File: src/design/wxd_pkg.sv
// ----------------------------------------------------------------------------
// Windowed extremum detector package
// Shared constants, codes and types for the detector and its sample store.
// ----------------------------------------------------------------------------
package wxd_pkg;

    localparam int MAX_STEP   = 15;
    localparam int STEP_W     = 4;
    localparam int INDEX_BITS = 20;
    localparam int VALUE_W    = 32;
    localparam int SAMPLE_W   = 2 * VALUE_W;
    localparam int WIN_DEPTH  = 32;
    localparam int WIN_AW     = 5;
    localparam int SEQ_W      = 5;
    localparam int PADDR_W    = 3;
    localparam int PDATA_W    = 32;

    localparam logic [STEP_W-1:0]     STEP_RESET = STEP_W'(3);
    localparam logic [INDEX_BITS-1:0] COUNT_MAX  = {INDEX_BITS{1'b1}};
    localparam logic                  REG_STEP   = 1'b0;

    typedef enum logic [1:0] {
        KIND_LOW  = 2'd0,
        KIND_HIGH = 2'd1,
        KIND_END  = 2'd2
    } t_kind;

    typedef enum logic [1:0] {
        TAG_NONE,
        TAG_CAND,
        TAG_OLD,
        TAG_NEW
    } t_tag;

    typedef enum logic [2:0] {
        S_IDLE,
        S_CHECK,
        S_ISSUE,
        S_DRAIN,
        S_EMIT_LO,
        S_EMIT_HI,
        S_ADV,
        S_END
    } t_state;

endpackage

File: src/design/windowed_extremum_detector.sv
// ----------------------------------------------------------------------------
// Windowed extremum detector
// Finds low and high extremum samples of a series over a sliding window.
// ----------------------------------------------------------------------------
// The input channel takes one sample word (high value, low value, series end
// flag); the output channel gives result words, each marked with its kind.
// The register step (APB addresses 0 to 3) sets the neighbours compared per side.
// Each accepted word is written to a 32-entry circular sample memory. The
// candidate step samples back is then judged by reading it and its 2*step
// neighbours, one memory read per cycle. A word too early in its series to
// have a candidate is passed over. A low result leaves before the high
// result of the same candidate. A series end word also judges each
// pending candidate in turn and adds an end record.
// The input accepts a new word only when the previous one is fully worked
// off; a result waits in the output register while the receiver stalls, and
// the next word may be accepted meanwhile. The final result of a word has
// last_of_run set. Reset sets step to 3 and starts a new series at index 0;
// the sample memory needs no clearing.
// ----------------------------------------------------------------------------
module windowed_extremum_detector (
    input  logic                             i_clk,
    input  logic                             i_rst_n,
    input  logic                             i_valid,
    output logic                             o_ready,
    input  logic signed [wxd_pkg::VALUE_W-1:0] i_high_value,
    input  logic signed [wxd_pkg::VALUE_W-1:0] i_low_value,
    input  logic                             i_series_end,
    output logic                             o_valid,
    input  logic                             i_ready,
    output logic [1:0]                       o_kind,
    output logic [wxd_pkg::INDEX_BITS-1:0]   o_position,
    output logic signed [wxd_pkg::VALUE_W-1:0] o_peak_high,
    output logic signed [wxd_pkg::VALUE_W-1:0] o_peak_low,
    output logic                             o_no_low_found,
    output logic                             o_no_high_found,
    output logic                             o_last_of_run,
    input  logic                             psel,
    input  logic                             penable,
    input  logic                             pwrite,
    input  logic [wxd_pkg::PADDR_W-1:0]      paddr,
    input  logic [wxd_pkg::PDATA_W-1:0]      pwdata,
    output logic [wxd_pkg::PDATA_W-1:0]      prdata,
    output logic                             pready
);

    import wxd_pkg::*;

    t_state                 r_state, n_state;
    logic [STEP_W-1:0]      r_step, n_step;
    logic [STEP_W-1:0]      r_s, n_s;
    logic [STEP_W-1:0]      r_d, n_d;
    logic [SEQ_W-1:0]       r_j, n_j;
    logic [SEQ_W-1:0]       r_jlast, n_jlast;
    t_tag                   r_tag, n_tag;
    logic [WIN_AW-1:0]      r_wp, n_wp;
    logic [INDEX_BITS-1:0]  r_count, n_count;
    logic [INDEX_BITS-1:0]  r_n, n_n;
    logic                   r_end, n_end;
    logic                   r_low_seen, n_low_seen;
    logic                   r_high_seen, n_high_seen;
    logic                   r_is_low, n_is_low;
    logic                   r_is_high, n_is_high;
    logic signed [VALUE_W-1:0] r_ch, n_ch;
    logic signed [VALUE_W-1:0] r_cl, n_cl;

    logic                   r_ovalid, n_ovalid;
    t_kind                  r_okind, n_okind;
    logic [INDEX_BITS-1:0]  r_opos, n_opos;
    logic signed [VALUE_W-1:0] r_ohigh, n_ohigh;
    logic signed [VALUE_W-1:0] r_olow, n_olow;
    logic                   r_onolow, n_onolow;
    logic                   r_onohigh, n_onohigh;
    logic                   r_olast, n_olast;

    logic                   ram_we;
    logic [WIN_AW-1:0]      ram_waddr;
    logic [WIN_AW-1:0]      ram_raddr;
    logic [SAMPLE_W-1:0]    ram_rdata;
    logic signed [VALUE_W-1:0] rd_high;
    logic signed [VALUE_W-1:0] rd_low;
    logic [STEP_W-1:0]      s_eff;
    logic [STEP_W-1:0]      newer_cnt;
    logic [SEQ_W-1:0]       offset;
    logic                   in_acc;
    logic                   cfg_wr;
    logic                   out_free;

    wxd_ram #(
        .WIDTH (SAMPLE_W),
        .DEPTH (WIN_DEPTH)
    ) u_window (
        .i_clk   (i_clk),
        .i_we    (ram_we),
        .i_waddr (ram_waddr),
        .i_wdata ({i_high_value, i_low_value}),
        .i_raddr (ram_raddr),
        .o_rdata (ram_rdata)
    );

    assign in_acc    = i_valid && o_ready;
    assign cfg_wr    = psel && penable && pwrite && pready;
    assign out_free  = !r_ovalid || i_ready;
    assign rd_high   = ram_rdata[SAMPLE_W-1:VALUE_W];
    assign rd_low    = ram_rdata[VALUE_W-1:0];
    assign ram_we    = in_acc;
    assign ram_waddr = r_wp + WIN_AW'(1);
    assign ram_raddr = r_wp - WIN_AW'(offset);

    assign s_eff = (r_step == '0) ? STEP_W'(1) :
                   (r_step > STEP_W'(MAX_STEP)) ? STEP_W'(MAX_STEP) : r_step;
    assign newer_cnt = (r_d < r_s) ? r_d : r_s;

    always_comb begin
        if (r_j <= SEQ_W'(r_s)) begin
            offset = SEQ_W'(r_d) + r_j;
        end else begin
            offset = SEQ_W'(r_d) + SEQ_W'(r_s) - r_j;
        end
    end

    always_comb begin
        n_state     = r_state;
        n_step      = r_step;
        n_s         = r_s;
        n_d         = r_d;
        n_j         = r_j;
        n_jlast     = r_jlast;
        n_tag       = TAG_NONE;
        n_wp        = r_wp;
        n_count     = r_count;
        n_n         = r_n;
        n_end       = r_end;
        n_low_seen  = r_low_seen;
        n_high_seen = r_high_seen;
        n_is_low    = r_is_low;
        n_is_high   = r_is_high;
        n_ch        = r_ch;
        n_cl        = r_cl;
        n_ovalid    = r_ovalid && !i_ready;
        n_okind     = r_okind;
        n_opos      = r_opos;
        n_ohigh     = r_ohigh;
        n_olow      = r_olow;
        n_onolow    = r_onolow;
        n_onohigh   = r_onohigh;
        n_olast     = r_olast;
        o_ready     = 1'b0;

        if (cfg_wr && paddr[PADDR_W-1] == REG_STEP) begin
            n_step = pwdata[STEP_W-1:0];
        end

        case (r_tag)
            TAG_CAND: begin
                n_ch      = rd_high;
                n_cl      = rd_low;
                n_is_low  = 1'b1;
                n_is_high = 1'b1;
            end
            TAG_OLD: begin
                if (!(r_cl < rd_low)) begin
                    n_is_low = 1'b0;
                end
                if (!(r_ch > rd_high)) begin
                    n_is_high = 1'b0;
                end
            end
            TAG_NEW: begin
                if (!(r_cl <= rd_low)) begin
                    n_is_low = 1'b0;
                end
                if (!(r_ch >= rd_high)) begin
                    n_is_high = 1'b0;
                end
            end
            default: begin
            end
        endcase

        case (r_state)
            S_IDLE: begin
                o_ready = 1'b1;
                if (i_valid) begin
                    n_wp  = r_wp + WIN_AW'(1);
                    n_n   = r_count;
                    n_s   = s_eff;
                    n_d   = s_eff;
                    n_end = i_series_end;
                    if (i_series_end) begin
                        n_count = '0;
                    end else if (r_count != COUNT_MAX) begin
                        n_count = r_count + INDEX_BITS'(1);
                    end
                    n_state = S_CHECK;
                end
            end
            S_CHECK: begin
                if (r_n >= INDEX_BITS'(r_s) + INDEX_BITS'(r_d)) begin
                    n_j     = '0;
                    n_jlast = SEQ_W'(r_s) + SEQ_W'(newer_cnt);
                    n_state = S_ISSUE;
                end else begin
                    n_state = S_ADV;
                end
            end
            S_ISSUE: begin
                if (r_j == '0) begin
                    n_tag = TAG_CAND;
                end else if (r_j <= SEQ_W'(r_s)) begin
                    n_tag = TAG_OLD;
                end else begin
                    n_tag = TAG_NEW;
                end
                if (r_j == r_jlast) begin
                    n_state = S_DRAIN;
                end else begin
                    n_j = r_j + SEQ_W'(1);
                end
            end
            S_DRAIN: begin
                n_state = S_EMIT_LO;
            end
            S_EMIT_LO: begin
                if (!r_is_low) begin
                    n_state = S_EMIT_HI;
                end else if (out_free) begin
                    n_ovalid   = 1'b1;
                    n_okind    = KIND_LOW;
                    n_opos     = r_n - INDEX_BITS'(r_d);
                    n_ohigh    = r_ch;
                    n_olow     = r_cl;
                    n_onolow   = 1'b0;
                    n_onohigh  = 1'b0;
                    n_olast    = !r_end && !r_is_high;
                    n_low_seen = 1'b1;
                    n_state    = S_EMIT_HI;
                end
            end
            S_EMIT_HI: begin
                if (!r_is_high) begin
                    n_state = S_ADV;
                end else if (out_free) begin
                    n_ovalid    = 1'b1;
                    n_okind     = KIND_HIGH;
                    n_opos      = r_n - INDEX_BITS'(r_d);
                    n_ohigh     = r_ch;
                    n_olow      = r_cl;
                    n_onolow    = 1'b0;
                    n_onohigh   = 1'b0;
                    n_olast     = !r_end;
                    n_high_seen = 1'b1;
                    n_state     = S_ADV;
                end
            end
            S_ADV: begin
                n_is_low  = 1'b0;
                n_is_high = 1'b0;
                if (r_end && r_d != '0) begin
                    n_d     = r_d - STEP_W'(1);
                    n_state = S_CHECK;
                end else if (r_end) begin
                    n_state = S_END;
                end else begin
                    n_state = S_IDLE;
                end
            end
            S_END: begin
                if (out_free) begin
                    n_ovalid    = 1'b1;
                    n_okind     = KIND_END;
                    n_opos      = '0;
                    n_ohigh     = '0;
                    n_olow      = '0;
                    n_onolow    = !r_low_seen;
                    n_onohigh   = !r_high_seen;
                    n_olast     = 1'b1;
                    n_low_seen  = 1'b0;
                    n_high_seen = 1'b0;
                    n_state     = S_IDLE;
                end
            end
            default: begin
                n_state = S_IDLE;
            end
        endcase
    end

    always_ff @(posedge i_clk) begin
        if (!i_rst_n) begin
            r_state     <= S_IDLE;
            r_step      <= STEP_RESET;
            r_tag       <= TAG_NONE;
            r_wp        <= '0;
            r_count     <= '0;
            r_end       <= 1'b0;
            r_low_seen  <= 1'b0;
            r_high_seen <= 1'b0;
            r_is_low    <= 1'b0;
            r_is_high   <= 1'b0;
            r_ovalid    <= 1'b0;
        end else begin
            r_state     <= n_state;
            r_step      <= n_step;
            r_tag       <= n_tag;
            r_wp        <= n_wp;
            r_count     <= n_count;
            r_end       <= n_end;
            r_low_seen  <= n_low_seen;
            r_high_seen <= n_high_seen;
            r_is_low    <= n_is_low;
            r_is_high   <= n_is_high;
            r_ovalid    <= n_ovalid;
        end
    end

    always_ff @(posedge i_clk) begin
        r_s       <= n_s;
        r_d       <= n_d;
        r_j       <= n_j;
        r_jlast   <= n_jlast;
        r_n       <= n_n;
        r_ch      <= n_ch;
        r_cl      <= n_cl;
        r_okind   <= n_okind;
        r_opos    <= n_opos;
        r_ohigh   <= n_ohigh;
        r_olow    <= n_olow;
        r_onolow  <= n_onolow;
        r_onohigh <= n_onohigh;
        r_olast   <= n_olast;
    end

    assign o_valid         = r_ovalid;
    assign o_kind          = r_okind;
    assign o_position      = r_opos;
    assign o_peak_high     = r_ohigh;
    assign o_peak_low      = r_olow;
    assign o_no_low_found  = r_onolow;
    assign o_no_high_found = r_onohigh;
    assign o_last_of_run   = r_olast;

    assign pready = 1'b1;
    assign prdata = (paddr[PADDR_W-1] == REG_STEP) ? PDATA_W'(r_step) : '0;

endmodule

File: src/design/wxd_ram.sv
// ----------------------------------------------------------------------------
// Generic simple dual-port RAM
// One write port and one read port, read data registered.
// ----------------------------------------------------------------------------
module wxd_ram #(
    parameter int WIDTH = 64,
    parameter int DEPTH = 32
) (
    input  logic                     i_clk,
    input  logic                     i_we,
    input  logic [$clog2(DEPTH)-1:0] i_waddr,
    input  logic [WIDTH-1:0]         i_wdata,
    input  logic [$clog2(DEPTH)-1:0] i_raddr,
    output logic [WIDTH-1:0]         o_rdata
);

    logic [WIDTH-1:0] r_mem [DEPTH];
    logic [WIDTH-1:0] r_rdata;

    always_ff @(posedge i_clk) begin
        if (i_we) begin
            r_mem[i_waddr] <= i_wdata;
        end
        r_rdata <= r_mem[i_raddr];
    end

    assign o_rdata = r_rdata;

endmodule
File: config.mk
export PLATFORM = sky130hd
export DESIGN_NAME = windowed_extremum_detector
export DESIGN_NICKNAME = d
export VERILOG_FILES = /design/src/design/wxd_pkg.sv /design/src/design/windowed_extremum_detector.sv /design/src/design/wxd_ram.sv
export SDC_FILE = /design/constraint.sdc
export NUM_CORES = 2
export LEC_CHECK = 0
export BUFFER_PORTS_ARGS = -buffer_cell sky130_fd_sc_hd__clkbuf_2
export CAP_MARGIN = 20
export CORE_MARGIN = 1
export CORE_UTILIZATION = 43
export DETAILED_ROUTE_END_ITERATION = 10
export PLACE_DENSITY_LB_ADDON = 0.3
export SYNTH_ARGS = -nofsm -noshare
export SYNTH_HDL_FRONTEND = slang
export SYNTH_SLANG_ARGS = --single-unit
export TNS_END_PERCENT = 50
File: constraint.sdc
create_clock -name i_clk -period 6.66 [get_ports i_clk]
set_clock_uncertainty 0.1 [all_clocks]
set_input_delay 0.333 -clock i_clk [delete_from_list [all_inputs] [get_ports i_clk]]
set_output_delay 0.333 -clock i_clk [all_outputs]
set_load 0.1 [all_outputs]
==> reports/qor.yml <==
run_status:
  status: "finished clean"
worst_setup_path:
  critical_path_required_ns: 7.37
  cp_data_arrival_time_ns: 6.59
  setup.worst_path.start_class: "flop"
  path_class: "reg2reg"
  critical_path_capture_point_type: "flop"
  critical_path_peak_fanout: 34
timing:
  report.final.slew_viol_count: 0
  grt_setup_unrepaired: "false"
  setup-tns-final_ns: 0
  fin_crit_ns: 5.88
  worst-slew-pin-transition_ns: 1.18
  setup_viol_count_final: 0
  finalHoldViolations: 0
  timing.fmax_ghz: 0.170
  worst_slew_margin_rel_pct: 21.2
  setup_slack_ns: 0.780
  final.period_utilization_pct: 88.3
  holdWs_ns: 0.0334
clock_tree:
  clock_tree_from_tritoncts: "built"
  cts.root.buffer_cell: "sky130_fd_sc_hd__clkbuf_16"
  cts_resized: 0
  cts-root-to-sink-buffers: 3
  cts.sinks: 2343
  ctsHtreeMaxLevel: 4
  postCtsHoldBufs: 71
  cts_made_buffers: 225
  path_clk_slew_ns: 0.07
  clk_latency_ns: 0.87
  post_cts_buffers: 0
grt:
  grt.overflow.total: 0
  first_global_vias: 49700
  antenna_found_initial: 27
  grt_usage_pct: 21.3
  maximum_number_of_pins_on_one_net_before_global_route_repair: 101
  grt_pass1_wl_mm: 344
synth:
  syn-instance-count: 4937
  synth_commonest_cells: "sky130_fd_sc_hd__edfxtp_1 (2239), sky130_fd_sc_hd__mux4_2 (512), sky130_fd_sc_hd__o22ai_1 (319), sky130_fd_sc_hd__nand2_1 (194), sky130_fd_sc_hd__o221ai_1 (193)"
  ys_top_cells_by_area: "sky130_fd_sc_hd__edfxtp_1 (71%), sky130_fd_sc_hd__mux4_2 (12%), sky130_fd_sc_hd__dfxtp_1 (2.2%)"
  most_repeated_cell_in_the_gate_level_netlist_after_synthesis: "sky130_fd_sc_hd__edfxtp_1"
  yosysTopAreaCellShare_pct: 71.5
  synth_seq_area_share_pct: 73.7
  post-synth-top-area-cell: "sky130_fd_sc_hd__edfxtp_1"
  synth.cell_area_um2: 94100
  asyncSetResetFlopFracSynth_pct: 0
  synth.yosys.warnings: 0
  postSynth.topFlopCell: "sky130_fd_sc_hd__edfxtp_1"
  synth-edff-count: 2239
  synth_cell_types: 72
  synth_area_per_cell_um2: 19.1
  ys_ff_latch: 2343
routing:
  route.final.wire_length_mm: 237
  routed-via-count: 50500
  detail_route.wl_per_cell_um: 28.5
  antenna_violating_nets_post_route: 0
  route.detailed.drc: 0
  count_of_tritonroute_iterations_in_the_first_routing_pass: 8
  avgViaCountPerCell: 6.08
  initialDrtViolationCount: 5568
placed_design:
  placed_cell_area_um2: 99200
  number_of_buffers_added_on_ports: 171
  placement.setup.worst_slack_ns: 0.823
  hpwlAfterDp_mm: 133
  finalWeightedCongestion: 0.796
floorplanning:
  dieHeight_um: 470
  core.rowCount: 171
  die_width_um: 470
  initial_utilization_pct: 43.3
  boundaryPins: 231
  floorplan.die_area_um2: 221000
  core_um2: 217000
power:
  total_power_w: 0.0592
  share_comb_of_total_power_pct: 49.3
  p_seq_share_pct: 29.4
  leakage_nw: 34.1
  power.clock.fraction_pct: 21.3
  power.ir.vdd_worst_mv: 0.752
  cell_internal_pwr_w: 0.0366
  power_switching_share_pct: 38.2
  switchingPower_w: 0.0226
  power_per_cell_area_nw_per_um2: 552
cells_and_area:
  fin_nets: 5473
  fin_area_um2: 107000
  seqCellArea_um2: 69300
  multiInputGateArea_um2: 23100
  area_growth_syn_to_layout_pct: 14.0
  final_layout_size_suffix_gt1_share_pct: 22.6
  fillerInstances: 17500
worst_hold_path:
  class_of_the_tightest_hold_or_removal_check: "in2reg"
run:
  timing.max_cap.violations: 0
[sequential cells by signal (all words and copies together), names as in the netlist, 20 cells and up]
name              count
r_n                  20
o_peak_high          32
o_position           20
r_ch                 32
r_count              20
u_window.r_mem     2048
r_cl                 32
o_peak_low           32
u_window.o_rdata     64
[critical path, stage by stage, from the launching register on]
cell	delay, ns
sky130_fd_sc_hd__edfxtp_1	0.52
sky130_fd_sc_hd__inv_1	0.19
sky130_fd_sc_hd__ha_1	0.33
sky130_fd_sc_hd__and3b_1	0.18
sky130_fd_sc_hd__a2111oi_1	0.35
sky130_fd_sc_hd__or2_2	0.24
sky130_fd_sc_hd__nor2b_1	0.14
sky130_fd_sc_hd__buf_4	0.19
sky130_fd_sc_hd__nor2_1	0.05
sky130_fd_sc_hd__a21oi_1	0.22
sky130_fd_sc_hd__ha_4	0.17
sky130_fd_sc_hd__inv_1	0.05
sky130_fd_sc_hd__fa_4	0.49
sky130_fd_sc_hd__xnor2_2	0.34
sky130_fd_sc_hd__a211oi_1	0.20
sky130_fd_sc_hd__o22ai_4	0.79
sky130_fd_sc_hd__buf_12	0.30
sky130_fd_sc_hd__o22ai_1	0.09
sky130_fd_sc_hd__or4_1	0.51
sky130_fd_sc_hd__o31ai_1	0.15
sky130_fd_sc_hd__buf_4	0.19
[worst paths after layout]
kind	from	end	slack, ns	cells past startpoint
worst max register to register	r_s[1]	u_window.o_rdata[20]	0.78	20
worst max-delay path	r_s[1]	u_window.o_rdata[20]	0.78	20
worst min-delay path	i_high_value[21]	u_window.r_mem[11][53]	0.03	1
worst min register to register	u_window.o_rdata[55]	r_ch[23]	0.33	0
[kinds of logic after synthesis]
| group | Yosys count | share of synthesized area (%) |
|---|---|---|
| AO/OA/AOI/OAI | 948 | 6.88 |
| XOR/XNOR | 50 | 0.482 |
| adder cells (fa/ha/maj) | 121 | 1.68 |
| buffers and inverters | 449 | 2.24 |
| flip-flops | 2343 | 73.7 |
| multiplexers | 524 | 12.4 |
| other | 2 | 0.00798 |
| AND/OR/NAND/NOR | 500 | 2.62 |
[cell usage in the layout, fill, tap and decap left out, drive strengths merged, types with 9 or more instances in the layout]
| master | n |
|---|---|
| a211oi | 10 |
| a21o | 22 |
| a21oi | 112 |
| buf | 160 |
| bufinv | 13 |
| clkbuf | 493 |
| clkinv | 80 |
| conb | 29 |
| dfxtp | 104 |
| dlygate4sd3 | 71 |
| edfxtp | 2239 |
| fa | 9 |
| ha | 112 |
| inv | 111 |
| mux4 | 512 |
| nand2 | 194 |
| nand3 | 29 |
| nand4 | 17 |
| nor2 | 105 |
| nor2b | 18 |
| nor3 | 15 |
| o21a | 72 |
| o21ai | 102 |
| o221ai | 193 |
| o22ai | 319 |
| o31ai | 65 |
| or3 | 10 |
| or4 | 65 |
| xnor2 | 23 |
| xor2 | 27 |
[through the flow]
stage,utilization [%],instances
after floorplan,-,4964
after global placement,45.7,7800
after detailed placement,45.7,7801
after CTS,49.4,8299
after global routing,49.4,8300
final,49.4,8302
[layer usage]
metal | vias to the layer above | share of wire [%] | track usage (%) | routed length [um]
met1 | 26800 | 43 | 31.1 | 103000
met5 | - | 0.043 | 0 | 103
met2 | 2070 | 47 | 33.3 | 111000
met4 | 16 | 2.0 | 5.30 | 4740
met3 | 344 | 8.0 | 3.51 | 18800
li1 | 21300 | - | - | -
[area by class of cell]
type | count | area share, %
inverter | 101 | 0.354
tap | 2854 | 3.33
clock buffer | 322 | 5.87
timing repair buffer | 402 | 3.28
sequential | 2343 | 64.7
clock inverter | 105 | 0.931
antenna | 3 | 0.00700
multi-input combinational | 2172 | 21.6
[power groups by stage]
stage                     clock [W]  sequential [W]  combinational [W]
after global placement            0          0.0177             0.0286
after CTS                    0.0128          0.0174             0.0291
final                        0.0126          0.0174             0.0292
after detailed placement          0          0.0177             0.0290
after global routing         0.0134          0.0174             0.0313
after floorplan                   0          0.0173             0.0204
(Power assumes the default switching activity.)
